`src/coalescing_command_queue_unit_macros.svh`:
```
// Assertion helpers for the queue RTL.
`ifndef COALESCING_COMMAND_QUEUE_UNIT_MACROS_SVH
`define COALESCING_COMMAND_QUEUE_UNIT_MACROS_SVH

// Same-cycle implication, disabled during reset.
`define CCQ_ASSERT_NOW(label, clk, rst, ante, cons, msg) \
  label: assert property (@(posedge clk) disable iff (rst) (ante) |-> (cons)) \
    else $error(msg);

// Next-cycle implication, disabled during reset.
`define CCQ_ASSERT_NEXT(label, clk, rst, ante, cons, msg) \
  label: assert property (@(posedge clk) disable iff (rst) (ante) |=> (cons)) \
    else $error(msg);

`endif

```
`src/ccq_pkg.sv`:
```
package ccq_pkg;

  // Field widths
  localparam int KEY_W  = 8;
  localparam int PAY_W  = 16;
  localparam int MODE_W = 2;
  localparam int STAT_W = 3;
  localparam int FILL_W = 5;

  // Input modes
  localparam logic [MODE_W-1:0] MODE_PUSH  = 2'd0;
  localparam logic [MODE_W-1:0] MODE_POP   = 2'd1;
  localparam logic [MODE_W-1:0] MODE_FLUSH = 2'd2;

  // Result status codes
  localparam logic [STAT_W-1:0] STAT_QUEUED    = 3'd0;
  localparam logic [STAT_W-1:0] STAT_COALESCED = 3'd1;
  localparam logic [STAT_W-1:0] STAT_DROPPED   = 3'd2;
  localparam logic [STAT_W-1:0] STAT_POPPED    = 3'd3;
  localparam logic [STAT_W-1:0] STAT_EMPTY     = 3'd4;
  localparam logic [STAT_W-1:0] STAT_FLUSHED   = 3'd5;

  // Cell operations
  typedef logic [2:0] cell_op_t;
  localparam cell_op_t OP_HOLD = 3'd0;  // keep contents
  localparam cell_op_t OP_SHL  = 3'd1;  // take right neighbor (head leaves)
  localparam cell_op_t OP_SHR  = 3'd2;  // take left neighbor (insert at head)
  localparam cell_op_t OP_DEL  = 3'd3;  // close up over the first matching entry
  localparam cell_op_t OP_APP  = 3'd4;  // first empty cell takes the new entry

  typedef struct packed {
    logic             valid;
    logic [KEY_W-1:0] key;
    logic [PAY_W-1:0] payload;
  } entry_t;

  typedef struct packed {
    cell_op_t         op;
    logic [KEY_W-1:0] key;
    logic [PAY_W-1:0] payload;
  } cell_ctrl_t;

endpackage

```
`src/ccq_cell.sv`:
```
module ccq_cell (
  input  logic                clk,
  input  logic                rst,
  input  ccq_pkg::cell_ctrl_t ctrl,
  input  ccq_pkg::entry_t     left_entry,
  input  ccq_pkg::entry_t     right_entry,
  input  logic                hit_in,
  output ccq_pkg::entry_t     entry,
  output logic                hit_out
);
  import ccq_pkg::*;

  logic             valid;
  logic [KEY_W-1:0] key;
  logic [PAY_W-1:0] payload;
  entry_t           entry_next;
  logic             match;

  assign entry = '{valid: valid, key: key, payload: payload};

  // Match chain: set from the first valid entry holding the key onward
  assign match   = valid && (key == ctrl.key);
  assign hit_out = hit_in || match;

  // Next contents per operation
  always_comb begin
    entry_next = entry;
    unique case (ctrl.op)
      OP_HOLD: entry_next = entry;
      OP_SHL:  entry_next = right_entry;
      OP_SHR:  entry_next = left_entry;
      OP_DEL: begin
        if (hit_out) entry_next = right_entry;
      end
      OP_APP: begin
        if (!valid && left_entry.valid) begin
          entry_next = '{valid: 1'b1, key: ctrl.key, payload: ctrl.payload};
        end
      end
      default: entry_next = entry;
    endcase
  end

  always_ff @(posedge clk) begin
    if (rst) begin
      valid <= 1'b0;
    end else begin
      valid <= entry_next.valid;
    end
  end

  always_ff @(posedge clk) begin
    key     <= entry_next.key;
    payload <= entry_next.payload;
  end

endmodule

```
`src/coalescing_command_queue_unit.sv`:
```
// Coalescing command queue: a DEPTH-entry FIFO held in a row of cells, head
// in cell 0. A normal push removes every queued entry with the same key, one
// per cycle, then appends at the tail (coalesced if any were removed, else
// queued) or, with nothing removed and no room, reports dropped. A recovery
// push inserts at the head in the cycle it is accepted, or is dropped when
// full. A pop removes the head in the cycle it is accepted. Flush sends one
// transfer per entry, head first, one per cycle while the output is taken,
// with tlast on the final one; on an empty queue pop and flush give one empty
// result. The next command is taken after the previous one's final result,
// once the output register is free or being drained. Mode 3 is ignored.
module coalescing_command_queue_unit #(
  parameter int DEPTH = 16
) (
  input  logic        clk,
  input  logic        rst,
  // Command channel
  input  logic        s_tvalid,
  output logic        s_tready,
  input  logic [23:0] s_tdata,   // target_key[7:0], payload_handle[23:8]
  input  logic [2:0]  s_tuser,   // mode[1:0], is_recovery[2]
  // Result channel
  output logic        m_tvalid,
  input  logic        m_tready,
  output logic [31:0] m_tdata,   // out_key[7:0], out_payload[23:8], fill_level[28:24]
  output logic [2:0]  m_tuser,   // status[2:0]
  output logic        m_tlast
);
  import ccq_pkg::*;

  `include "coalescing_command_queue_unit_macros.svh"

  localparam int OW = $clog2(DEPTH + 1);

  localparam logic [1:0] S_IDLE  = 2'd0;
  localparam logic [1:0] S_DEL   = 2'd1;
  localparam logic [1:0] S_FLUSH = 2'd2;

  logic [1:0]        state, state_next;
  logic [OW-1:0]     occ, occ_next;
  logic              removed, removed_next;
  logic [KEY_W-1:0]  req_key;
  logic [PAY_W-1:0]  req_payload;

  logic              out_valid;
  logic [STAT_W-1:0] out_status;
  logic [KEY_W-1:0]  out_key;
  logic [PAY_W-1:0]  out_payload;
  logic [FILL_W-1:0] out_fill;
  logic              out_last;

  logic [MODE_W-1:0] in_mode;
  logic [KEY_W-1:0]  in_key;
  logic [PAY_W-1:0]  in_payload;
  logic              in_rec;
  logic              in_fire;
  logic              out_free;
  logic              full, empty;

  cell_ctrl_t        ctrl;
  entry_t            cells [DEPTH];
  logic [DEPTH:0]    hit;
  logic [DEPTH-1:0]  valid_vec;
  entry_t            new_entry;
  logic              any_hit;

  logic              load;
  logic [STAT_W-1:0] res_status;
  logic [KEY_W-1:0]  res_key;
  logic [PAY_W-1:0]  res_payload;
  logic [OW-1:0]     res_occ;
  logic              res_last;

  // Port unpacking
  assign in_mode    = s_tuser[1:0];
  assign in_rec     = s_tuser[2];
  assign in_key     = s_tdata[7:0];
  assign in_payload = s_tdata[23:8];

  assign out_free = !out_valid || m_tready;
  assign s_tready = (state == S_IDLE) && out_free;
  assign in_fire  = s_tvalid && s_tready;
  assign full     = (occ == OW'(DEPTH));
  assign empty    = (occ == '0);

  // Cell row; cell 0 sees the incoming entry as its left neighbor
  assign new_entry = '{valid: 1'b1, key: ctrl.key, payload: ctrl.payload};
  assign hit[0]    = 1'b0;
  assign any_hit   = hit[DEPTH];

  for (genvar i = 0; i < DEPTH; i++) begin : g_cell
    entry_t left_e, right_e;
    if (i == 0) begin : g_head
      assign left_e = new_entry;
    end else begin : g_mid
      assign left_e = cells[i-1];
    end
    if (i == DEPTH - 1) begin : g_tail
      assign right_e = '0;
    end else begin : g_body
      assign right_e = cells[i+1];
    end
    ccq_cell u_cell (
      .clk        (clk),
      .rst        (rst),
      .ctrl       (ctrl),
      .left_entry (left_e),
      .right_entry(right_e),
      .hit_in     (hit[i]),
      .entry      (cells[i]),
      .hit_out    (hit[i+1])
    );
    assign valid_vec[i] = cells[i].valid;
  end

  // Sequencer
  always_comb begin
    state_next   = state;
    occ_next     = occ;
    removed_next = removed;
    ctrl.op      = OP_HOLD;
    ctrl.key     = req_key;
    ctrl.payload = req_payload;
    load         = 1'b0;
    res_status   = STAT_QUEUED;
    res_key      = '0;
    res_payload  = '0;
    res_occ      = occ;
    res_last     = 1'b1;
    unique case (state)
      S_IDLE: begin
        ctrl.key     = in_key;
        ctrl.payload = in_payload;
        if (in_fire) begin
          case (in_mode)
            MODE_PUSH: begin
              if (in_rec) begin
                load = 1'b1;
                if (full) begin
                  res_status = STAT_DROPPED;
                end else begin
                  ctrl.op    = OP_SHR;
                  occ_next   = occ + OW'(1);
                  res_occ    = occ + OW'(1);
                  res_status = STAT_QUEUED;
                end
              end else begin
                state_next   = S_DEL;
                removed_next = 1'b0;
              end
            end
            MODE_POP: begin
              load = 1'b1;
              if (empty) begin
                res_status = STAT_EMPTY;
              end else begin
                ctrl.op     = OP_SHL;
                res_status  = STAT_POPPED;
                res_key     = cells[0].key;
                res_payload = cells[0].payload;
                occ_next    = occ - OW'(1);
                res_occ     = occ - OW'(1);
              end
            end
            MODE_FLUSH: begin
              if (empty) begin
                load       = 1'b1;
                res_status = STAT_EMPTY;
              end else begin
                state_next = S_FLUSH;
              end
            end
            default: ;
          endcase
        end
      end
      S_DEL: begin
        if (any_hit) begin
          ctrl.op      = OP_DEL;
          occ_next     = occ - OW'(1);
          removed_next = 1'b1;
        end else if (out_free) begin
          state_next = S_IDLE;
          load       = 1'b1;
          if (removed || !full) begin
            ctrl.op    = OP_APP;
            occ_next   = occ + OW'(1);
            res_occ    = occ + OW'(1);
            res_status = removed ? STAT_COALESCED : STAT_QUEUED;
          end else begin
            res_status = STAT_DROPPED;
          end
        end
      end
      S_FLUSH: begin
        if (out_free) begin
          ctrl.op     = OP_SHL;
          load        = 1'b1;
          res_status  = STAT_FLUSHED;
          res_key     = cells[0].key;
          res_payload = cells[0].payload;
          occ_next    = occ - OW'(1);
          res_occ     = occ - OW'(1);
          res_last    = (occ == OW'(1));
          if (occ == OW'(1)) state_next = S_IDLE;
        end
      end
      default: state_next = S_IDLE;
    endcase
  end

  always_ff @(posedge clk) begin
    if (rst) begin
      state   <= S_IDLE;
      occ     <= '0;
      removed <= 1'b0;
    end else begin
      state   <= state_next;
      occ     <= occ_next;
      removed <= removed_next;
    end
  end

  // Held command fields, used by the normal push
  always_ff @(posedge clk) begin
    if (in_fire) begin
      req_key     <= in_key;
      req_payload <= in_payload;
    end
  end

  // Output register
  always_ff @(posedge clk) begin
    if (rst) begin
      out_valid <= 1'b0;
    end else if (load) begin
      out_valid <= 1'b1;
    end else if (m_tready) begin
      out_valid <= 1'b0;
    end
  end

  always_ff @(posedge clk) begin
    if (load) begin
      out_status  <= res_status;
      out_key     <= res_key;
      out_payload <= res_payload;
      out_fill    <= FILL_W'(res_occ);
      out_last    <= res_last;
    end
  end

  assign m_tvalid = out_valid;
  assign m_tuser  = out_status;
  assign m_tlast  = out_last;
  assign m_tdata  = {3'b000, out_fill, out_payload, out_key};

  // Checks
  `CCQ_ASSERT_NOW(a_occ_bound, clk, rst, 1'b1, occ <= OW'(DEPTH),
                  "occupancy above depth")
  `CCQ_ASSERT_NOW(a_occ_count, clk, rst, 1'b1, $countones(valid_vec) == int'(occ),
                  "occupancy and valid cells disagree")
  `CCQ_ASSERT_NOW(a_packed, clk, rst, 1'b1, (valid_vec & (valid_vec + 1'b1)) == '0,
                  "hole in cell row")
  `CCQ_ASSERT_NOW(a_flush_last, clk, rst,
                  out_valid && (out_status == STAT_FLUSHED) && out_last,
                  out_fill == '0, "flush last mismatch")
  `CCQ_ASSERT_NEXT(a_del_shrinks, clk, rst, (state == S_DEL) && any_hit,
                   occ == $past(occ) - OW'(1), "removal did not shrink queue")

endmodule

```
`config.mk`:
```
export PLATFORM = sky130hd
export DESIGN_NAME = coalescing_command_queue_unit
export DESIGN_NICKNAME = d
export VERILOG_FILES = /design/src/ccq_pkg.sv /design/src/ccq_cell.sv /design/src/coalescing_command_queue_unit.sv
export VERILOG_INCLUDE_DIRS = /design/src /design/src/src
export SDC_FILE = /design/constraint.sdc
export NUM_CORES = 1
export LEC_CHECK = 0
export BUFFER_PORTS_ARGS = -buffer_cell sky130_fd_sc_hd__buf_2
export CORE_AREA = 2 2 192 194
export DETAILED_ROUTE_END_ITERATION = 6
export DIE_AREA = 0 0 194 196
export HOLD_SLACK_MARGIN = 0.08
export PLACE_DENSITY = 0.85
export SETUP_SLACK_MARGIN = 0.5
export SYNTH_ARGS = -nofsm -noshare
export SYNTH_HDL_FRONTEND = slang
export SYNTH_SLANG_ARGS = --single-unit
```
`constraint.sdc`:
```
create_clock -name clk -period 6 [get_ports clk]
set_input_delay 0.9 -clock clk [delete_from_list [all_inputs] [get_ports clk]]
set_output_delay 0.9 -clock clk [all_outputs]
set_load 0.01 [all_outputs]
```
==> metrics.cfg <==
[detailed_routing]
totalWireLength_um = 56700
detailroute.via_count = 16040
route.detailed.drc = 0
ant_nets = 0
dr.pass1.iters = 6
via_per_inst = 7.493
avgRoutedWirePerCell_um = 26.48
drt-initial-drc-count = 2937

[finish]
drive_gt1_share_pct = 13.51
layout_common_cells = 441 x edfxtp_1, 340 x a221o_1, 101 x xnor2_1
multiInputGateArea_um2 = 7844
diodes = 0
seq_area_um2 = 13740
area_delta_synth_final_pct = 9.748
final_common_cell = edfxtp_1
fin_nets = 1681
n_fill_cell = 2350

[outcome]
outcome = complete, no violations

[setup_path]
startpoint_type = register
crit_chain = inv_1 > ha_2 > mux2i_4 > xor2_1 > nand4_1 > or4_1 > nand3_1 > nor3_1 > buf_4 > and2_1 > nor2_4 > buf_12 > a221o_1
cp_max_fo = 111
worstSetupPathType = reg2reg
cp_data_arrival_time_ns = 5.66
critPathBufInv = 3
crit_path_max_incr_delay_ns = 0.77
crit_slowest_cell = nor2_4
worstPathRequired_ns = 6.44
crit_path_end_kind = register
crit_family = simple AND/OR/NAND/NOR gates

[clocking]
post_cts_buffers = 0
clk_pin_slew_ns = 0.06
cts_htree_levels = 2
cts-hold-fix-buffers = 0
cts.sinks = 466
clock_path_buffers = 3
cts_made_buffers = 46
root_buffer = clkbuf_16
tritoncts = yes
clk_latency_ns = 0.59

[timing]
slew_headroom_pct = 13.16
worst_pin_slew_ns = 1.303
fin_tns_setup_ns = 0
timing.final.crit_share_pct = 87.09
setup_viol = 0
slew_violations = 0
fin_skew_ns = 0.02404
fmax_mhz = 191.4
period_minus_slack_ns = 5.226
rsz0062_at_grt = false
setup_ws_ns = 0.7743
finalHoldViolations = 0

[logic_synthesis]
synth-seq-cells = 466
syn_inst = 1613
seq_area_frac_synth_pct = 61.53
yosysUniqueCellTypes = 66
synth_warnings = 0
synth_edf_count = 441
ys.flop_type = edfxtp_1
ys_async_sr_fraction_pct = 0
syn_area_um2 = 22340
avgSynthCellArea_um2 = 13.85

[global_routing]
antenna_found_initial = 0
grtUsageTotal_pct = 29.09
grt_pass1_vias = 15150
overflow = 0
grt_max_degree = 280
grt_pass1_wl_um = 88020

[pwr]
ir_worst_vdd_mv = 0.6365
leakage_nw = 8.458
power_density_nw_per_um2 = 552.0

[floorplan]
core-area_um2 = 36080
initial_utilization_pct = 61.90
die_w_um = 194
rows = 70
design.die.area_um2 = 38020
die_h_um = 196
io_pins = 69

[placement]
portBuffers = 65
gp_congestion = 0.9085
dp_hpwl_um = 35270
pre_cts_ws_ns = 0.9039

[hold_path]
hold_path.class = in2reg

[flow_run]
max_cap_viol_count = 0

[cell families after synthesis]
kind of cell,count (synthesis),synth area share (%)
adders and majority gates,8,0.4482
and+or+nand+nor,275,6.369
xor gates and xnor gates,130,5.098
DFF,466,61.53
other,1,0.01679
AOI/OAI and AO/OA,522,20.77
buffers and inverters,171,3.748
muxes,40,2.022
[synthesized netlist by cell type (5+ instances only)]
cell type / instances / area (µm²)
nor2_1: 74 / 277.8
nand2_1: 50 / 187.7
nor3_1: 26 / 130.1
and3_1: 5 / 31.28
nand4_1: 20 / 125.1
nor4_1: 14 / 87.58
inv_1: 15 / 56.30
ha_1: 8 / 100.1
edfxtp_1: 441 / 13240
a21oi_1: 49 / 245.2
xnor2_1: 101 / 884.6
mux2i_1: 35 / 350.3
and2_1: 30 / 187.7
o31ai_1: 7 / 52.55
xor2_1: 29 / 254.0
o21ai_1: 12 / 60.06
buf_4: 23 / 172.7
nand2b_1: 6 / 37.54
a21o_1: 27 / 202.7
o21ai_0: 20 / 100.1
a221o_1: 340 / 3403
nand4b_1: 11 / 96.34
dfxtp_1: 25 / 500.5
clkbuf_1: 69 / 259.0
a31oi_1: 14 / 87.58
buf_6: 5 / 56.30
a22oi_2: 5 / 62.56
nand3b_1: 5 / 37.54
o221ai_1: 5 / 43.79
nand3_1: 19 / 95.09
buf_2: 57 / 285.3
[timing repair]
item	CTS	global route
resized for setup	0	1
setup endpoints to repair	0	42
endpoints found under the hold margin	0	0
[worst register-to-register path: cells and delay by family, from the launching register on]
family                     cells  cell delay, ns
and+or+nand+nor                6            1.90
buffers and inverters          3            0.81
muxes                          1            0.75
adders and majority gates      1            0.69
DFF                            1            0.35
xor gates and xnor gates       1            0.31
AOI/OAI and AO/OA              1            0.30
[per-layer routing]
layer	track usage, %	up-vias	share of wire, %
li1	-	6735	-
met1	42.05	7835	39
met2	44.59	1304	46
met3	4.693	169	12
met4	11.64	0	3.6
met5	0	-	0
[power breakdown]
part	switching, W	internal, W	leakage [nW]
Sequential	0.000508	0.00496	4.24
Combinational	0.00319	0.00214	3.54
Clock	0.00124	0.00150	0.675
[flip-flops by register name, indices dropped and copies added, names as in the netlist]
register               cells
g_cell.u_cell.payload    256
g_cell.u_cell.key        128
g_cell.u_cell.valid       16
out_payload               16
req_payload               16
out_key                    8
req_key                    8
occ                        5
out_fill                   5
m_tuser                    3
state                      2
m_tlast                    1
m_tvalid                   1
removed                    1
[stage by stage]
step	hold WS [ns]	total power, W	cells	area, µm²	util, %
final	0.5009	0.01353	2141	24510	67.93
after global routing	0.4897	0.01407	2141	24510	67.93
after floorplan	0.5048	0.009210	1615	22340	-
after global placement	0.5283	0.01037	2062	23120	64.08
after detailed placement	0.5352	0.01066	2062	23120	64.08
after CTS	0.4843	0.01344	2141	24510	67.91
[path summary, 6_finish.rpt]
path,start,to,slack (ns),depth (start not counted)
setup / recovery,state[0],g_cell[14].u_cell.payload[2],0.77,13
setup reg to reg,state[0],g_cell[14].u_cell.payload[2],0.77,13
hold / removal,s_tdata[15],req_payload[7],0.50,1
hold reg to reg,g_cell[15].u_cell.payload[13],g_cell[14].u_cell.payload[13],0.55,1
[final cells by class]
| cell class | instances | area share, % |
|---|---|---|
| Tap cell | 468 | 2.389 |
| Multi-Input combinational cell | 978 | 32.00 |
| Timing Repair Buffer | 135 | 3.675 |
| Clock buffer | 55 | 4.834 |
| Sequential cell | 466 | 56.07 |
| Inverter | 15 | 0.2297 |
| Clock inverter | 24 | 0.8065 |
Power figures use the tool's default switching activity.
